**src/design/pl0se_pkg.sv**
```systemverilog
// ----------------------------------------------------------------------------
// pl0se_pkg
// Shared types, codes and constants of the PL/0 p-code executor.
// ----------------------------------------------------------------------------
package pl0se_pkg;

  localparam int STACK_DEPTH = 1024;
  localparam int STACK_AW    = 10;
  localparam int CODE_AW     = 10;
  localparam int DATA_W      = 32;
  localparam int LEVEL_W     = 6;
  localparam int MAX_LEVEL   = 32;

  localparam logic [4:0] PREV_NONE = 5'd16;

  localparam logic [DATA_W-1:0] OPR_RET = 32'd0;
  localparam logic [DATA_W-1:0] OPR_NEG = 32'd1;
  localparam logic [DATA_W-1:0] OPR_ADD = 32'd2;
  localparam logic [DATA_W-1:0] OPR_SUB = 32'd3;
  localparam logic [DATA_W-1:0] OPR_MUL = 32'd4;
  localparam logic [DATA_W-1:0] OPR_DIV = 32'd5;
  localparam logic [DATA_W-1:0] OPR_ODD = 32'd6;
  localparam logic [DATA_W-1:0] OPR_EQ  = 32'd7;
  localparam logic [DATA_W-1:0] OPR_NE  = 32'd8;
  localparam logic [DATA_W-1:0] OPR_LT  = 32'd9;
  localparam logic [DATA_W-1:0] OPR_GE  = 32'd10;
  localparam logic [DATA_W-1:0] OPR_GT  = 32'd11;
  localparam logic [DATA_W-1:0] OPR_LE  = 32'd12;

  typedef enum logic [3:0] {
    OP_LIT, OP_OPR, OP_LOD, OP_STO, OP_CAL, OP_INT, OP_JMP, OP_JPC,
    OP_LEA, OP_LODA, OP_STOA, OP_READDR, OP_ADDR_ADD, OP_ADDR_MIN,
    OP_PRINT, OP_NEWLINE
  } opcode_e;

  typedef enum logic [1:0] {
    ERR_NONE, ERR_DIV0, ERR_READDR, ERR_RANGE
  } err_e;

  typedef struct packed {
    logic [3:0]          opcode;
    logic [LEVEL_W-1:0]  level_diff;
    logic signed [31:0]  operand;
  } instr_t;

  typedef struct packed {
    logic [CODE_AW-1:0]  next_pc;
    logic                halted;
    logic                print_valid;
    logic signed [31:0]  print_value;
    logic                newline;
    logic [1:0]          error_code;
  } result_t;

  typedef enum logic [3:0] {
    A_TOP, A_TOP_M1, A_TOP_P1, A_TOP_P2, A_TOP_P3, A_BASE_P1, A_BASE_P2,
    A_B, A_EFF, A_LA, A_RD, A_CLR
  } addr_sel_e;

  typedef enum logic [3:0] {
    W_OPD, W_NEG, W_ODD, W_RDZ, W_A, W_AM, W_B, W_BASE, W_PC, W_LEA,
    W_C, W_LA, W_ZERO
  } wdata_sel_e;

  typedef enum logic [2:0] {
    T_HOLD, T_INC, T_DEC, T_DEC2, T_ADD_OPD, T_BASE_M1
  } top_op_e;

  typedef enum logic [1:0] {
    P_HOLD, P_INC, P_OPD, P_RD
  } pc_op_e;

  typedef enum logic [1:0] {
    LA_HOLD, LA_EFF, LA_RD
  } la_op_e;

  typedef enum logic [4:0] {
    S_CLEAR, S_IDLE, S_DECODE, S_RET1, S_RET2, S_UN, S_BIN1, S_BIN2,
    S_BIN3, S_DIV_WAIT, S_BIN4, S_STO1, S_WALK, S_WALK_RD, S_WALK_END,
    S_LOD_W, S_CAL2, S_CAL3, S_JPC1, S_LODA1, S_LODA2, S_STOA1, S_STOA2,
    S_STOA3, S_AM1, S_AM2, S_AM3, S_AM4, S_PRT1, S_DONE
  } state_e;

  typedef struct packed {
    logic       mem_en;
    logic       mem_we;
    addr_sel_e  addr_sel;
    wdata_sel_e wdata_sel;
    logic       instr_ld;
    logic       ld_c;
    logic       ld_a_rd;
    logic       ld_a_alu;
    logic       ld_a_div;
    logic       div_start;
    top_op_e    top_op;
    pc_op_e     pc_op;
    logic       base_ld_rd;
    logic       base_ld_call;
    la_op_e     la_op;
    logic       walk_init;
    logic       walk_step;
    logic       walk_fail;
    logic       hit_ld_eff;
    logic       hit_ld_rd;
    logic       err_set;
    err_e       err_val;
    logic       out_ld;
    logic       clr_step;
  } cmd_t;

  typedef struct packed {
    opcode_e op;
    logic    opr_ret;
    logic    opr_neg;
    logic    opr_odd;
    logic    opr_bin;
    logic    opr_div;
    logic    prev_load;
    logic    walk_ok;
    logic    n_zero;
    logic    rd_in;
    logic    rd_zero;
    logic    eff_in;
    logic    la_in;
    logic    hit;
    logic    c_zero;
    logic    div_done;
    logic    clr_done;
    logic    out_free;
  } sts_t;

endpackage

```
**src/design/pl0se_ctrl.sv**
```systemverilog
// ----------------------------------------------------------------------------
// pl0se_ctrl
// Sequencer: steps each instruction through stack reads, writes and walks.
// ----------------------------------------------------------------------------
module pl0se_ctrl
  import pl0se_pkg::*;
(
  input  logic clk_i,
  input  logic rst_ni,
  input  logic in_valid_i,
  output logic in_ready_o,
  input  sts_t sts_i,
  output cmd_t cmd_o
);

  state_e state_q, state_d;

  always_ff @(posedge clk_i or negedge rst_ni) begin
    if (!rst_ni) begin
      state_q <= S_CLEAR;
    end else begin
      state_q <= state_d;
    end
  end

  always_comb begin
    state_d = state_q;
    case (state_q)
      S_CLEAR:    if (sts_i.clr_done) state_d = S_IDLE;
      S_IDLE:     if (in_valid_i) state_d = S_DECODE;
      S_DECODE: begin
        case (sts_i.op)
          OP_OPR: begin
            if (sts_i.opr_ret) state_d = S_RET1;
            else if (sts_i.opr_neg || sts_i.opr_odd) state_d = S_UN;
            else if (sts_i.opr_bin) state_d = S_BIN1;
            else state_d = S_DONE;
          end
          OP_LOD, OP_CAL, OP_LEA:     state_d = S_WALK;
          OP_STO:                     state_d = S_STO1;
          OP_JPC:                     state_d = S_JPC1;
          OP_LODA:                    state_d = S_LODA1;
          OP_STOA:                    state_d = S_STOA1;
          OP_ADDR_ADD, OP_ADDR_MIN:   state_d = S_AM1;
          OP_PRINT:                   state_d = S_PRT1;
          default:                    state_d = S_DONE;
        endcase
      end
      S_RET1:     state_d = S_RET2;
      S_RET2:     state_d = S_DONE;
      S_UN:       state_d = S_DONE;
      S_BIN1:     state_d = S_BIN2;
      S_BIN2:     state_d = S_BIN3;
      S_BIN3:     state_d = (sts_i.opr_div && !sts_i.c_zero) ? S_DIV_WAIT : S_BIN4;
      S_DIV_WAIT: if (sts_i.div_done) state_d = S_BIN4;
      S_BIN4:     state_d = S_DONE;
      S_STO1:     state_d = S_WALK;
      S_WALK:     state_d = sts_i.n_zero ? S_WALK_END : S_WALK_RD;
      S_WALK_RD:  state_d = sts_i.rd_in ? S_WALK : S_WALK_END;
      S_WALK_END: begin
        case (sts_i.op)
          OP_LOD:  state_d = S_LOD_W;
          OP_CAL:  state_d = S_CAL2;
          default: state_d = S_DONE;
        endcase
      end
      S_LOD_W:    state_d = S_DONE;
      S_CAL2:     state_d = S_CAL3;
      S_CAL3:     state_d = S_DONE;
      S_JPC1:     state_d = S_DONE;
      S_LODA1:    state_d = S_LODA2;
      S_LODA2:    state_d = S_DONE;
      S_STOA1:    state_d = S_STOA2;
      S_STOA2:    state_d = S_STOA3;
      S_STOA3:    state_d = S_DONE;
      S_AM1:      state_d = S_AM2;
      S_AM2:      state_d = S_AM3;
      S_AM3:      state_d = S_AM4;
      S_AM4:      state_d = S_DONE;
      S_PRT1:     state_d = S_DONE;
      S_DONE:     if (sts_i.out_free) state_d = S_IDLE;
      default:    state_d = S_CLEAR;
    endcase
  end

  always_comb begin
    cmd_o           = '0;
    cmd_o.addr_sel  = A_TOP;
    cmd_o.wdata_sel = W_ZERO;
    cmd_o.top_op    = T_HOLD;
    cmd_o.pc_op     = P_HOLD;
    cmd_o.la_op     = LA_HOLD;
    cmd_o.err_val   = ERR_RANGE;
    in_ready_o      = 1'b0;
    case (state_q)
      S_CLEAR: begin
        cmd_o.mem_en   = 1'b1;
        cmd_o.mem_we   = 1'b1;
        cmd_o.addr_sel = A_CLR;
        cmd_o.clr_step = 1'b1;
      end
      S_IDLE: begin
        in_ready_o = 1'b1;
        if (in_valid_i) begin
          cmd_o.instr_ld = 1'b1;
          cmd_o.pc_op    = P_INC;
        end
      end
      S_DECODE: begin
        case (sts_i.op)
          OP_LIT: begin
            cmd_o.mem_en    = 1'b1;
            cmd_o.mem_we    = 1'b1;
            cmd_o.addr_sel  = A_TOP_P1;
            cmd_o.wdata_sel = W_OPD;
            cmd_o.top_op    = T_INC;
          end
          OP_OPR: begin
            if (sts_i.opr_ret) begin
              cmd_o.mem_en   = 1'b1;
              cmd_o.addr_sel = A_BASE_P2;
              cmd_o.top_op   = T_BASE_M1;
            end else if (sts_i.opr_neg || sts_i.opr_odd || sts_i.opr_bin) begin
              cmd_o.mem_en   = 1'b1;
              cmd_o.addr_sel = A_TOP;
            end
          end
          OP_LOD, OP_CAL, OP_LEA: cmd_o.walk_init = 1'b1;
          OP_STO, OP_JPC, OP_LODA, OP_STOA, OP_ADDR_ADD, OP_ADDR_MIN, OP_PRINT: begin
            cmd_o.mem_en   = 1'b1;
            cmd_o.addr_sel = A_TOP;
          end
          OP_INT: cmd_o.top_op = T_ADD_OPD;
          OP_JMP: cmd_o.pc_op  = P_OPD;
          OP_READDR: begin
            if (sts_i.prev_load) begin
              cmd_o.mem_en    = 1'b1;
              cmd_o.mem_we    = 1'b1;
              cmd_o.addr_sel  = A_TOP;
              cmd_o.wdata_sel = W_LA;
            end else begin
              cmd_o.err_set = 1'b1;
              cmd_o.err_val = ERR_READDR;
            end
          end
          default: ;
        endcase
      end
      S_RET1: begin
        cmd_o.pc_op    = P_RD;
        cmd_o.mem_en   = 1'b1;
        cmd_o.addr_sel = A_BASE_P1;
      end
      S_RET2: cmd_o.base_ld_rd = 1'b1;
      S_UN: begin
        cmd_o.mem_en    = 1'b1;
        cmd_o.mem_we    = 1'b1;
        cmd_o.addr_sel  = A_TOP;
        cmd_o.wdata_sel = sts_i.opr_neg ? W_NEG : W_ODD;
      end
      S_BIN1, S_STOA1, S_AM1: begin
        cmd_o.ld_c     = 1'b1;
        cmd_o.mem_en   = 1'b1;
        cmd_o.addr_sel = A_TOP_M1;
      end
      S_BIN2, S_AM2: cmd_o.ld_a_rd = 1'b1;
      S_BIN3: begin
        if (sts_i.opr_div && !sts_i.c_zero) cmd_o.div_start = 1'b1;
        else cmd_o.ld_a_alu = 1'b1;
      end
      S_DIV_WAIT: cmd_o.ld_a_div = sts_i.div_done;
      S_BIN4, S_AM4: begin
        cmd_o.mem_en    = 1'b1;
        cmd_o.mem_we    = 1'b1;
        cmd_o.addr_sel  = A_TOP_M1;
        cmd_o.wdata_sel = (state_q == S_AM4) ? W_AM : W_A;
        cmd_o.top_op    = T_DEC;
        if (state_q == S_BIN4 && sts_i.opr_div && sts_i.c_zero) begin
          cmd_o.err_set = 1'b1;
          cmd_o.err_val = ERR_DIV0;
        end
      end
      S_STO1: begin
        cmd_o.ld_c      = 1'b1;
        cmd_o.walk_init = 1'b1;
      end
      S_WALK: begin
        if (!sts_i.n_zero) begin
          cmd_o.mem_en   = 1'b1;
          cmd_o.addr_sel = A_B;
        end
      end
      S_WALK_RD: begin
        if (sts_i.rd_in) cmd_o.walk_step = 1'b1;
        else cmd_o.walk_fail = 1'b1;
      end
      S_WALK_END: begin
        case (sts_i.op)
          OP_LOD: begin
            cmd_o.hit_ld_eff = 1'b1;
            if (sts_i.walk_ok) cmd_o.la_op = LA_EFF;
            if (sts_i.walk_ok && sts_i.eff_in) begin
              cmd_o.mem_en   = 1'b1;
              cmd_o.addr_sel = A_EFF;
            end else begin
              cmd_o.err_set = 1'b1;
            end
          end
          OP_STO: begin
            cmd_o.top_op = T_DEC;
            if (sts_i.walk_ok && sts_i.eff_in) begin
              cmd_o.mem_en    = 1'b1;
              cmd_o.mem_we    = 1'b1;
              cmd_o.addr_sel  = A_EFF;
              cmd_o.wdata_sel = W_C;
            end else begin
              cmd_o.err_set = 1'b1;
            end
          end
          OP_CAL: begin
            cmd_o.mem_en    = 1'b1;
            cmd_o.mem_we    = 1'b1;
            cmd_o.addr_sel  = A_TOP_P1;
            cmd_o.wdata_sel = W_B;
            cmd_o.err_set   = !sts_i.walk_ok;
          end
          default: begin
            // address push: zero and an error when a link fell outside
            cmd_o.mem_en    = 1'b1;
            cmd_o.mem_we    = 1'b1;
            cmd_o.addr_sel  = A_TOP_P1;
            cmd_o.wdata_sel = W_LEA;
            cmd_o.top_op    = T_INC;
            if (sts_i.walk_ok) cmd_o.la_op = LA_EFF;
            else cmd_o.err_set = 1'b1;
          end
        endcase
      end
      S_LOD_W: begin
        cmd_o.mem_en    = 1'b1;
        cmd_o.mem_we    = 1'b1;
        cmd_o.addr_sel  = A_TOP_P1;
        cmd_o.wdata_sel = W_RDZ;
        cmd_o.top_op    = T_INC;
      end
      S_CAL2: begin
        cmd_o.mem_en    = 1'b1;
        cmd_o.mem_we    = 1'b1;
        cmd_o.addr_sel  = A_TOP_P2;
        cmd_o.wdata_sel = W_BASE;
      end
      S_CAL3: begin
        cmd_o.mem_en       = 1'b1;
        cmd_o.mem_we       = 1'b1;
        cmd_o.addr_sel     = A_TOP_P3;
        cmd_o.wdata_sel    = W_PC;
        cmd_o.base_ld_call = 1'b1;
        cmd_o.pc_op        = P_OPD;
      end
      S_JPC1: begin
        if (sts_i.rd_zero) cmd_o.pc_op = P_OPD;
        cmd_o.top_op = T_DEC;
      end
      S_LODA1: begin
        cmd_o.la_op     = LA_RD;
        cmd_o.hit_ld_rd = 1'b1;
        if (sts_i.rd_in) begin
          cmd_o.mem_en   = 1'b1;
          cmd_o.addr_sel = A_RD;
        end
      end
      S_LODA2: begin
        cmd_o.mem_en    = 1'b1;
        cmd_o.mem_we    = 1'b1;
        cmd_o.addr_sel  = A_TOP;
        cmd_o.wdata_sel = W_RDZ;
        cmd_o.err_set   = !sts_i.hit;
      end
      S_STOA2: cmd_o.la_op = LA_RD;
      S_STOA3: begin
        cmd_o.top_op = T_DEC2;
        if (sts_i.la_in) begin
          cmd_o.mem_en    = 1'b1;
          cmd_o.mem_we    = 1'b1;
          cmd_o.addr_sel  = A_LA;
          cmd_o.wdata_sel = W_C;
        end else begin
          cmd_o.err_set = 1'b1;
        end
      end
      S_AM3:  cmd_o.ld_a_alu = 1'b1;
      S_PRT1: cmd_o.ld_c     = 1'b1;
      S_DONE: cmd_o.out_ld   = sts_i.out_free;
      default: ;
    endcase
  end

  ap_accept_decode: assert property (@(posedge clk_i) disable iff (!rst_ni)
    in_valid_i && in_ready_o |=> state_q == S_DECODE)
    else $error("accepted request not decoded");

  ap_div_nonzero: assert property (@(posedge clk_i) disable iff (!rst_ni)
    cmd_o.div_start |-> !sts_i.c_zero)
    else $error("divider started on a zero divisor");

  ap_walk_read: assert property (@(posedge clk_i) disable iff (!rst_ni)
    state_q == S_WALK && !sts_i.n_zero |-> cmd_o.mem_en && !cmd_o.mem_we)
    else $error("link walk step without a stack read");

  ap_single_result: assert property (@(posedge clk_i) disable iff (!rst_ni)
    cmd_o.out_ld |=> state_q == S_IDLE)
    else $error("result loaded outside the end of an instruction");

endmodule

```
**config.mk**
```make
export PLATFORM = sky130hd
export DESIGN_NAME = pl0se_ctrl
export DESIGN_NICKNAME = d
export VERILOG_FILES = /design/src/design/pl0se_pkg.sv /design/src/design/pl0se_ctrl.sv
export SDC_FILE = /design/constraint.sdc
export NUM_CORES = 1
export LEC_CHECK = 0
export ABC_AREA = 1
export BUFFER_PORTS_ARGS = -buffer_cell sky130_fd_sc_hd__buf_2
export CAP_MARGIN = 10
export CORE_AREA = 2 2 53 60
export DETAILED_ROUTE_END_ITERATION = 7
export DIE_AREA = 0 0 55 62
export GPL_TIMING_DRIVEN = 1
export PLACE_DENSITY_LB_ADDON = 0.2
export RECOVER_POWER = 25
export SYNTH_ARGS = -nofsm -noshare
export SYNTH_HDL_FRONTEND = slang
export SYNTH_SLANG_ARGS = --single-unit
export TNS_END_PERCENT = 50
```
**constraint.sdc**
```tcl
create_clock -name clk_i -period 3.2 [get_ports clk_i]
set_input_delay 0.16 -clock clk_i [delete_from_list [all_inputs] [get_ports clk_i]]
set_output_delay 0.16 -clock clk_i [all_outputs]
set_load 0.02 [all_outputs]
```
==> results by stage, run 1 <==
Flow run:
- Across the run, the number of max-cap violations was 0.

Worst setup path:
- The data arrival at the endpoint of the critical path is around 2600 ps.
- The worst register-to-register path begins at state_q[4]$_DFFE_PN0P_.
- The most critical setup path has its startpoint at state_q[4]$_DFFE_PN0P_.
- The required time at the endpoint of the critical path is around 3000 ps.
- Along the worst path, the maximum fanout reaches 19.
- The kind of capture point of the worst setup path is an output pin.
- The startpoint type of the worst setup path is a register.
- The worst setup path category is reg2out.

Yosys:
- The share of async-settable or async-resettable flops after synthesis is 100%.
- By area the synthesized netlist is led by sky130_fd_sc_hd__nand2_1 (20%), sky130_fd_sc_hd__nor2_1 (14%), sky130_fd_sc_hd__nand3_1 (12%), sky130_fd_sc_hd__inv_1 (11%), sky130_fd_sc_hd__dfrtp_1 (8.7%).
- The portion of the post-synthesis area used by sequential elements is 8.74%.
- Dividing the synthesized area by the synthesized cell count gives 4.87 um^2.
- The number of nets in the synthesized netlist is 318.
- For this run, the leading register cell type out of synthesis is sky130_fd_sc_hd__dfrtp_1.
- The biggest area contributor in the post-synthesis netlist is sky130_fd_sc_hd__nand2_1.
- The post-synthesis cell count is between 200 and 300.
- The mapped cell area is 1430 um^2.
- Summed over its instances, the top area cell type makes up 20.2% of the synthesized netlist area.
- Counting flops with a built-in enable in the synthesized netlist gives 0.
- The netlist uses 28 different library cells.
- During synthesis, Yosys emitted a total of 0 warnings.
- The register bit total from synthesis is 5.

Floorplanning:
- 60 I/O pins were placed.
- The die is 55 um wide.
- The core region is 2890 um^2.
- The die area is 3410 um^2.
- The initialized floorplan defines 21 standard-cell rows.
- The starting density of the core is 49.5%.
- The height of the chip is 62 um.

Global routing:
- The first-pass GRT wire length is 8210 um.
- The total track usage is 32.7%.
- The number of antenna violations at the first check in global routing is 0.
- The via count of the first global-routing pass is between 1,500 and 2,000.
- The total overflow reported by the global router is 0.
- Entering global routing, the biggest net connects 20 pins.

Power:
- The ratio of total power to cell area is 844 nW/um^2.
- The switching part of the total power is between 60% and 70%.
- The portion of total power attributed to sequential cells is 12.4%.
- The share of total power dissipated in the clock network is 5.1%.
- IR analysis of the VDD net gives a maximum drop of 0.594 mV.
- Internal power comes to ~0.53 mW.
- The analysis attributes to net switching a power of between 0.9 and 1 mW.
- The analysis attributes to cell leakage a power of 1.16 nW.
- The share of total power dissipated in combinational logic is a little over 80%.

Clock network:
- TritonCTS built the clock tree.
- At the later pin of the worst-skew pair, clock insertion delay measures 250 ps.
- Counting the buffers created by CTS gives 3.
- The clock-pin transition on the worst setup and hold timing paths is 50 ps.
- The clock passes through at most 2 buffers.
- In this run the number of H-tree levels came out at 1.
- For this design, the sink count on the clock tree is 5.
- CTS placed an instance of sky130_fd_sc_hd__clkbuf_4 at the clock tree root.
- Once the clock tree was built, the setup fixing pass inserted 0 buffers.

Place:
- The final estimated routing congestion in global placement is 0.915.
- Input and output buffers added on the ports amount to 59.
- Detailed placement ended at an HPWL of 4530 um.
- The area after detailed placement is 1750 um^2.
- The worst slack at placement is 774 ps.

Route:
- Dividing the detail-routed wire length by the instance count gives 14.0 um.
- The total vias in the final route is 2,212.
- After detailed routing, the number of remaining DRC violations is 0.
- The number of detailed-routing iterations run before antenna repair is 7.
- The post-detailed-route via-to-cell ratio is about 5.7.
- The routed wire length is between 5000 and 6000 um.
- In this run the remaining antenna-violating nets after routing total 0.
- In this run, the number of DRC markers left after iteration 0 of detailed routing was 124.

Worst hold path:
- The min-delay analysis places its worst path in the category in2reg.
- The source of the worst hold timing path is sts_i[1].

STA:
- Of the available clock period, the critical path in the final layout requires 86.5%.
- The maximum frequency from static timing analysis is ~360 MHz.
- In the post-route analysis, the smallest setup slack over all paths is approximately 430 ps.
- On the final layout, the worst clock skew is roughly 1.0 ps.
- Setup violations remaining at the end of the flow were counted as 0.
- Setup repair after global routing left no endpoint under its margin.
- The summed negative setup slack over all endpoints is 0 ps.
- The final count of hold timing violations was 0.
- For the pin with the worst max-slew slack, the measured transition is between 700 and 800 ps.
- The count of final max-slew check failures came to 0.
- The time the worst path needs with I/O delays and setup is 2770 ps.
- The remaining max-slew budget at the tightest pin is 50.5%.

Cells and area:
- The ratio of cells with drive above 1 in the final layout is 20.3%.
- The final layout contains 379 nets.
- The register ranked first by flip-flop count is state_q.
- The final standard cell utilization of the core is 61.4%.
- The register with the most flip-flops in the layout has 5 of them.
- In the layout the commonest cells are sky130_fd_sc_hd__nand2_1 (77), sky130_fd_sc_hd__nor2_1 (56), sky130_fd_sc_hd__buf_2 (54), sky130_fd_sc_hd__inv_1 (42), sky130_fd_sc_hd__nand3_1 (33).
- Compared with the post-synthesis result, the final layout area differs by 24.0%.
- The total of fill cells in the finished design is approximately 340.
- The most frequent standard cell in the layout excluding fill and tap cells is sky130_fd_sc_hd__nand2_1.
- The largest registers in the layout are state_q x5.
- 0 antenna diodes ended up in the layout.
- Once layout is done, the placed cells without fillers occupy 1780 um^2.

Run status:
- The run finished with clean final reports.
==> through the flow <==
step                      instances  hold slack, ps  power (mW)
after floorplan                 294            -136        1.06
after global placement          383           -26.8        1.40
after detailed placement        383           -18.6        1.40
after CTS                       388             207        1.48
after global routing            388             238        1.62
final                           388             206        1.50
==> what timing repair did <==
action	in CTS	in global routing
hold buffers	1	0
gates resized for setup	0	0
endpoints found under the hold margin	5	0
==> cell families after synthesis <==
family / synth area share [%]
buffers and inverters: 14.1
AOI/OAI and AO/OA: 13.6
and+or+nand+nor: 63.6
DFF: 8.74
==> Yosys cell counts, types with 2 or more instances <==
| cell | instances |
|---|---|
| sky130_fd_sc_hd__o2111ai_1 | 2 |
| sky130_fd_sc_hd__dfrtp_1 | 5 |
| sky130_fd_sc_hd__a31oi_1 | 3 |
| sky130_fd_sc_hd__nor2_1 | 55 |
| sky130_fd_sc_hd__o21ai_0 | 14 |
| sky130_fd_sc_hd__buf_2 | 2 |
| sky130_fd_sc_hd__nand2_1 | 77 |
| sky130_fd_sc_hd__a21oi_1 | 10 |
| sky130_fd_sc_hd__inv_2 | 6 |
| sky130_fd_sc_hd__nand4_1 | 18 |
| sky130_fd_sc_hd__inv_1 | 42 |
| sky130_fd_sc_hd__nand3_1 | 33 |
| sky130_fd_sc_hd__nor2_2 | 4 |
| sky130_fd_sc_hd__nor2_4 | 3 |
| sky130_fd_sc_hd__nor3_1 | 7 |
==> routing by layer <==
layer	vias to the layer above	part of all wire, %	GRT usage (%)
met5	-	0	0
met4	0	3.1	11.8
met3	18	9.2	5.02
met2	133	48	57.1
met1	970	40	40.1
li1	1091	-	-
==> final cells by class <==
class | instances | area, um^2 | share of cell area (%)
tap | 34 | 42.5 | 2.40
inverter | 48 | 180 | 10.1
clock buffer | 4 | 26.3 | 1.48
multi-input combinational | 237 | 1100 | 62.1
timing repair buffer | 60 | 299 | 16.8
sequential | 5 | 125 | 7.05
==> worst max-delay path: stages (launching register included) <==
cell and delay (ps):
sky130_fd_sc_hd__dfrtp_1 600, sky130_fd_sc_hd__inv_2 310, sky130_fd_sc_hd__nand2_2 110, sky130_fd_sc_hd__nor2_1 580, sky130_fd_sc_hd__inv_2 160, sky130_fd_sc_hd__nor2_1 140, sky130_fd_sc_hd__nand3_1 90, sky130_fd_sc_hd__nand2_1 80
sky130_fd_sc_hd__nor2_1 40, sky130_fd_sc_hd__o21ai_0 70, sky130_fd_sc_hd__buf_2 180
==> power by group through the flow <==
stage	Sequential [mW]	Clock, mW	Combinational (mW)
2_1_floorplan	0.139	0	0.922
3_3_place_gp	0.187	0	1.21
3_5_place_dp	0.187	0	1.22
4_1_cts	0.185	0.0764	1.22
5_1_grt	0.191	0.0796	1.35
6_report	0.185	0.0764	1.24
==> final timing paths <==
kind | endpoint | slack (ps) | depth (start not counted)
worst max-delay path | cmd_o[4] | 430 | 10
worst min-delay path | state_q[1]$_DFFE_PN0P_ | 210 | 3
worst max register to register | state_q[1]$_DFFE_PN0P_ | 1000 | 7
worst min register to register | state_q[3]$_DFFE_PN0P_ | 660 | 2
max in group asynchronous | state_q[4]$_DFFE_PN0P_ | 2690 | 2
min in group asynchronous | state_q[0]$_DFFE_PN0P_ | 290 | 2
Power figures use the tool's default switching activity.
==> run 2: changes to the inputs <==
- CTS_BUF_LIST: not set -> sky130_fd_sc_hd__clkbuf_4 sky130_fd_sc_hd__clkbuf_8 sky130_fd_sc_hd__clkbuf_16
==> results by stage, run 2 (synthesis gave the netlist of run 1 again) <==
Global routing:
- The via count of the first global-routing pass is 1,881 (-0.11%).
- The number of antenna violations at the first check in global routing is 0 (unchanged).
- The pin count of the biggest net entering global routing is 20 (unchanged).
- The total track usage is 32.7% (unchanged).
- The first-pass GRT wire length is 8210 um (unchanged).
- The total overflow reported by the global router came to 0 (unchanged).

Power:
- The ratio of total power to cell area is 848 nW/um^2 (+0.49%).
- The largest vdd supply drop came to 0.594 mV (about the same).
- The leakage power total came to 1.16 nW (+0.30%).

Cells and area:
- The register with the most flip-flops in the final layout is state_q.
- Leaving out fill and tap cells, the most frequent cells in the layout are sky130_fd_sc_hd__nand2_1 (77), sky130_fd_sc_hd__nor2_1 (56), sky130_fd_sc_hd__buf_2 (54), sky130_fd_sc_hd__inv_1 (42), sky130_fd_sc_hd__nand3_1 (33).
- The ratio of cells with drive above 1 in the final layout is 20.6% (+0.28 points).
- The area taken by multi-input logic gates is 1100 um^2 (unchanged).
- The number of antenna diodes is 0 (unchanged).
- The flip-flop count of the largest register, all copies and words added was 5 (unchanged).
- The largest registers in the layout are state_q x5.
- The finished layout cell area is 1780 um^2 (+0.21%).
- The most frequent standard cell in the layout excluding fill and tap cells is sky130_fd_sc_hd__nand2_1.
- The register area came to 125 um^2 (unchanged).
- The net count of the finished layout is 379 (unchanged).
- The final standard cell utilization of the core was 61.6% (+0.13 points).
- The relative area change from synthesis to final layout is 24.3%.
- The total of fill cells in the finished design is 335 (-0.59%).

Worst setup path:
- The delay of the slowest cell on the worst path is 600 ps (about the same).
- The kind of capture point of the worst setup path is an output pin.
- The gate family responsible for the most delay along the worst path is simple AND/OR/NAND/NOR gates.
- The depth of the worst register-to-register path is 7 (unchanged).
- The required time at the endpoint of the critical path is 3040 ps (about the same).
- The critical path capture point is cmd_o[4].
- The largest fanout of any net on the critical path is 19 (unchanged).
- The worst setup path is of the reg2out kind.
- The number of gates on the worst path with buffers counted came to 10 (unchanged).
- The data arrival at the endpoint of the critical path was 2600 ps (about the same).
- The start point of the critical path is state_q[4]$_DFFE_PN0P_.
- Among the stages of the critical path, the cell type that occurs most often is sky130_fd_sc_hd__nor2_1.
- The origin of the critical flop-to-flop path is state_q[4]$_DFFE_PN0P_.
- The slowest stage of the critical path belongs to the cell sky130_fd_sc_hd__dfrtp_1.
- The slack of the worst reg-to-reg path is 1050 ps (+50 ps).
- Walking the worst path, the cells encountered are inv_2 > nand2_2 > nor2_1 > inv_2 > nor2_1 > nand3_1 > nand2_1 > nor2_1 > o21ai_0 > buf_2.
- The worst flop-to-flop path endpoint is state_q[1]$_DFFE_PN0P_.
- The startpoint type of the worst setup path is a register.
- The number of buffers and inverters on the critical path is 3 (unchanged).

Clock network:
- The tree is rooted in a sky130_fd_sc_hd__clkbuf_4.
- The number of H-tree branching levels is 1 (unchanged).
- The clock-pin transition on the worst setup and hold timing paths is 50 ps (about the same).
- The number of hold buffers added after cts is 1 (unchanged).
- The sink count of the clock tree came to 5 (unchanged).
- The number of instances resized during post-cts repair was 0 (unchanged).
- The post-CTS setup buffer count is 0 (unchanged).
- The maximum clock insertion buffer count is 2 (unchanged).
- The number of buffers created by CTS is 3 (unchanged).
- The CTS tree is built.
- The insertion delay to the later sink of the worst-skew pair is 250 ps (about the same).

Place:
- The total half-perimeter wirelength after legalization and detailed placement is 4530 um (unchanged).
- The area after detailed placement is 1750 um^2 (unchanged).
- The number of buffers inserted by port buffering is 59 (unchanged).
- The final estimated routing congestion in global placement is 0.915 (unchanged).

STA:
- The final count of hold timing violations is 0 (unchanged).
- The fraction of the cycle the final worst path needs is 86.2% (-0.34 points).
- The worst-margin pin slew came to 716 ps (-23.4 ps).
- The worst clock skew on the final layout was 1.77 ps (+0.717 ps).
- The count of final max-slew check failures is 0 (unchanged).
- The summed negative setup slack over all endpoints was 0 ps (unchanged).
- Setup repair after global routing left no endpoint under its margin.
- The tightest hold margin is 206 ps (-0.458 ps).
- The time the worst path needs with I/O delays and setup came to 2760 ps (-10.8 ps).
- The maximum frequency from static timing analysis was 363 MHz (+0.39%).
- The remaining max-slew budget at the tightest pin came to 52.1% (+1.6 points).
- The setup violation total in the final timing report is 0 (unchanged).

Route:
- The detailed-route wire length per cell is 14.0 um (+0.48%).
- The number of detailed-routing iterations run before antenna repair was 6 (-1).
- The residual DRC count is 0 (unchanged).
- The total vias in the final route came to 2,224 (+0.54%).
- The post-detailed-route via-to-cell ratio is 5.73 (+0.54%).
- The routed wire length came to 5450 um (+0.48%).
- The number of DRC violations after detailed-routing iteration 0 was 137 (+10%).
- The antenna violation net count after detailed routing was 0 (unchanged).

Floorplanning:
- The total I/O pin count is 60 (unchanged).
- The starting density of the core is 49.5% (unchanged).
- The die area was 3410 um^2 (unchanged).
- The height of the chip is 62 um (unchanged).
- The die span in x is 55 um (unchanged).
- The total number of placement rows is 21 (unchanged).
- The area of the placeable core is 2890 um^2 (unchanged).

Worst hold path:
- In this run the worst hold path is classified as in2reg.

Flow run:
- The max capacitance violation total is 0 (unchanged).

Run status:
- The flow ran to the end, and the final reports show no timing, DRC or antenna violations.
[run 2: changes by cell type in the layout (fill, tap and decap cells not counted)]
cell and delta:
sky130_fd_sc_hd__clkbuf_1 -1, sky130_fd_sc_hd__clkbuf_4 +1
[run 2: worst min path at each step]
stage	end	slack, ps	depth (start not counted)	startpoint
after floorplan	state_q[0]$_DFFE_PN0P_	-140	0	rst_ni
after global placement	state_q[3]$_DFFE_PN0P_	-30	1	rst_ni
after detailed placement	state_q[0]$_DFFE_PN0P_	-20	1	rst_ni
after CTS	state_q[1]$_DFFE_PN0P_	210	3	sts_i[1]
after global routing	state_q[1]$_DFFE_PN0P_	240	3	sts_i[1]
final	state_q[1]$_DFFE_PN0P_	210	3	sts_i[1]
[run 2: per-stage QoR]
step           total power, mW  worst slack [ps]  std cells
2_1_floorplan             1.06              1270        294
3_3_place_gp              1.40               834        383
3_5_place_dp              1.40               774        383
4_1_cts                   1.49               493        388
5_1_grt                   1.63               233        388
6_report                  1.51               442        388
[run 2: report_power, final]
| part | leakage (nW) | internal, mW | switching [mW] | total, mW |
|---|---|---|---|---|
| Sequential | 0.0606 | 0.101 | 0.0841 | 0.186 |
| Clock | 0.0184 | 0.0559 | 0.0303 | 0.0862 |
| Combinational | 1.08 | 0.384 | 0.853 | 1.24 |
| Total | 1.16 | 0.542 | 0.968 | 1.51 |
[run 2: layer usage]
layer | routed length (um) | part of all wire, % | track usage [%] | vias up
met5 | 0 | 0 | 0 | -
met4 | 190 | 3.5 | 11.8 | 0
met3 | 480 | 8.8 | 5.02 | 24
met2 | 2600 | 48 | 57.1 | 145
met1 | 2180 | 40 | 40.1 | 967
li1 | - | - | - | 1088
[run 2: worst register-to-register path: stages (launching register included)]
cell,delay (ps)
sky130_fd_sc_hd__dfrtp_1,600
sky130_fd_sc_hd__inv_2,300
sky130_fd_sc_hd__nand2_2,110
sky130_fd_sc_hd__nor2_1,560
sky130_fd_sc_hd__o21ai_0,230
sky130_fd_sc_hd__nand3b_1,140
sky130_fd_sc_hd__nor2_1,50
sky130_fd_sc_hd__nor2_1,80
[run 2: cell type report]
class,count,share of cell area (%)
clock buffers,4,1.69
multi-input cells,237,62.0
flip-flops and latches,5,7.03
inverters,48,10.1
repair buffers,60,16.8
well taps,34,2.39
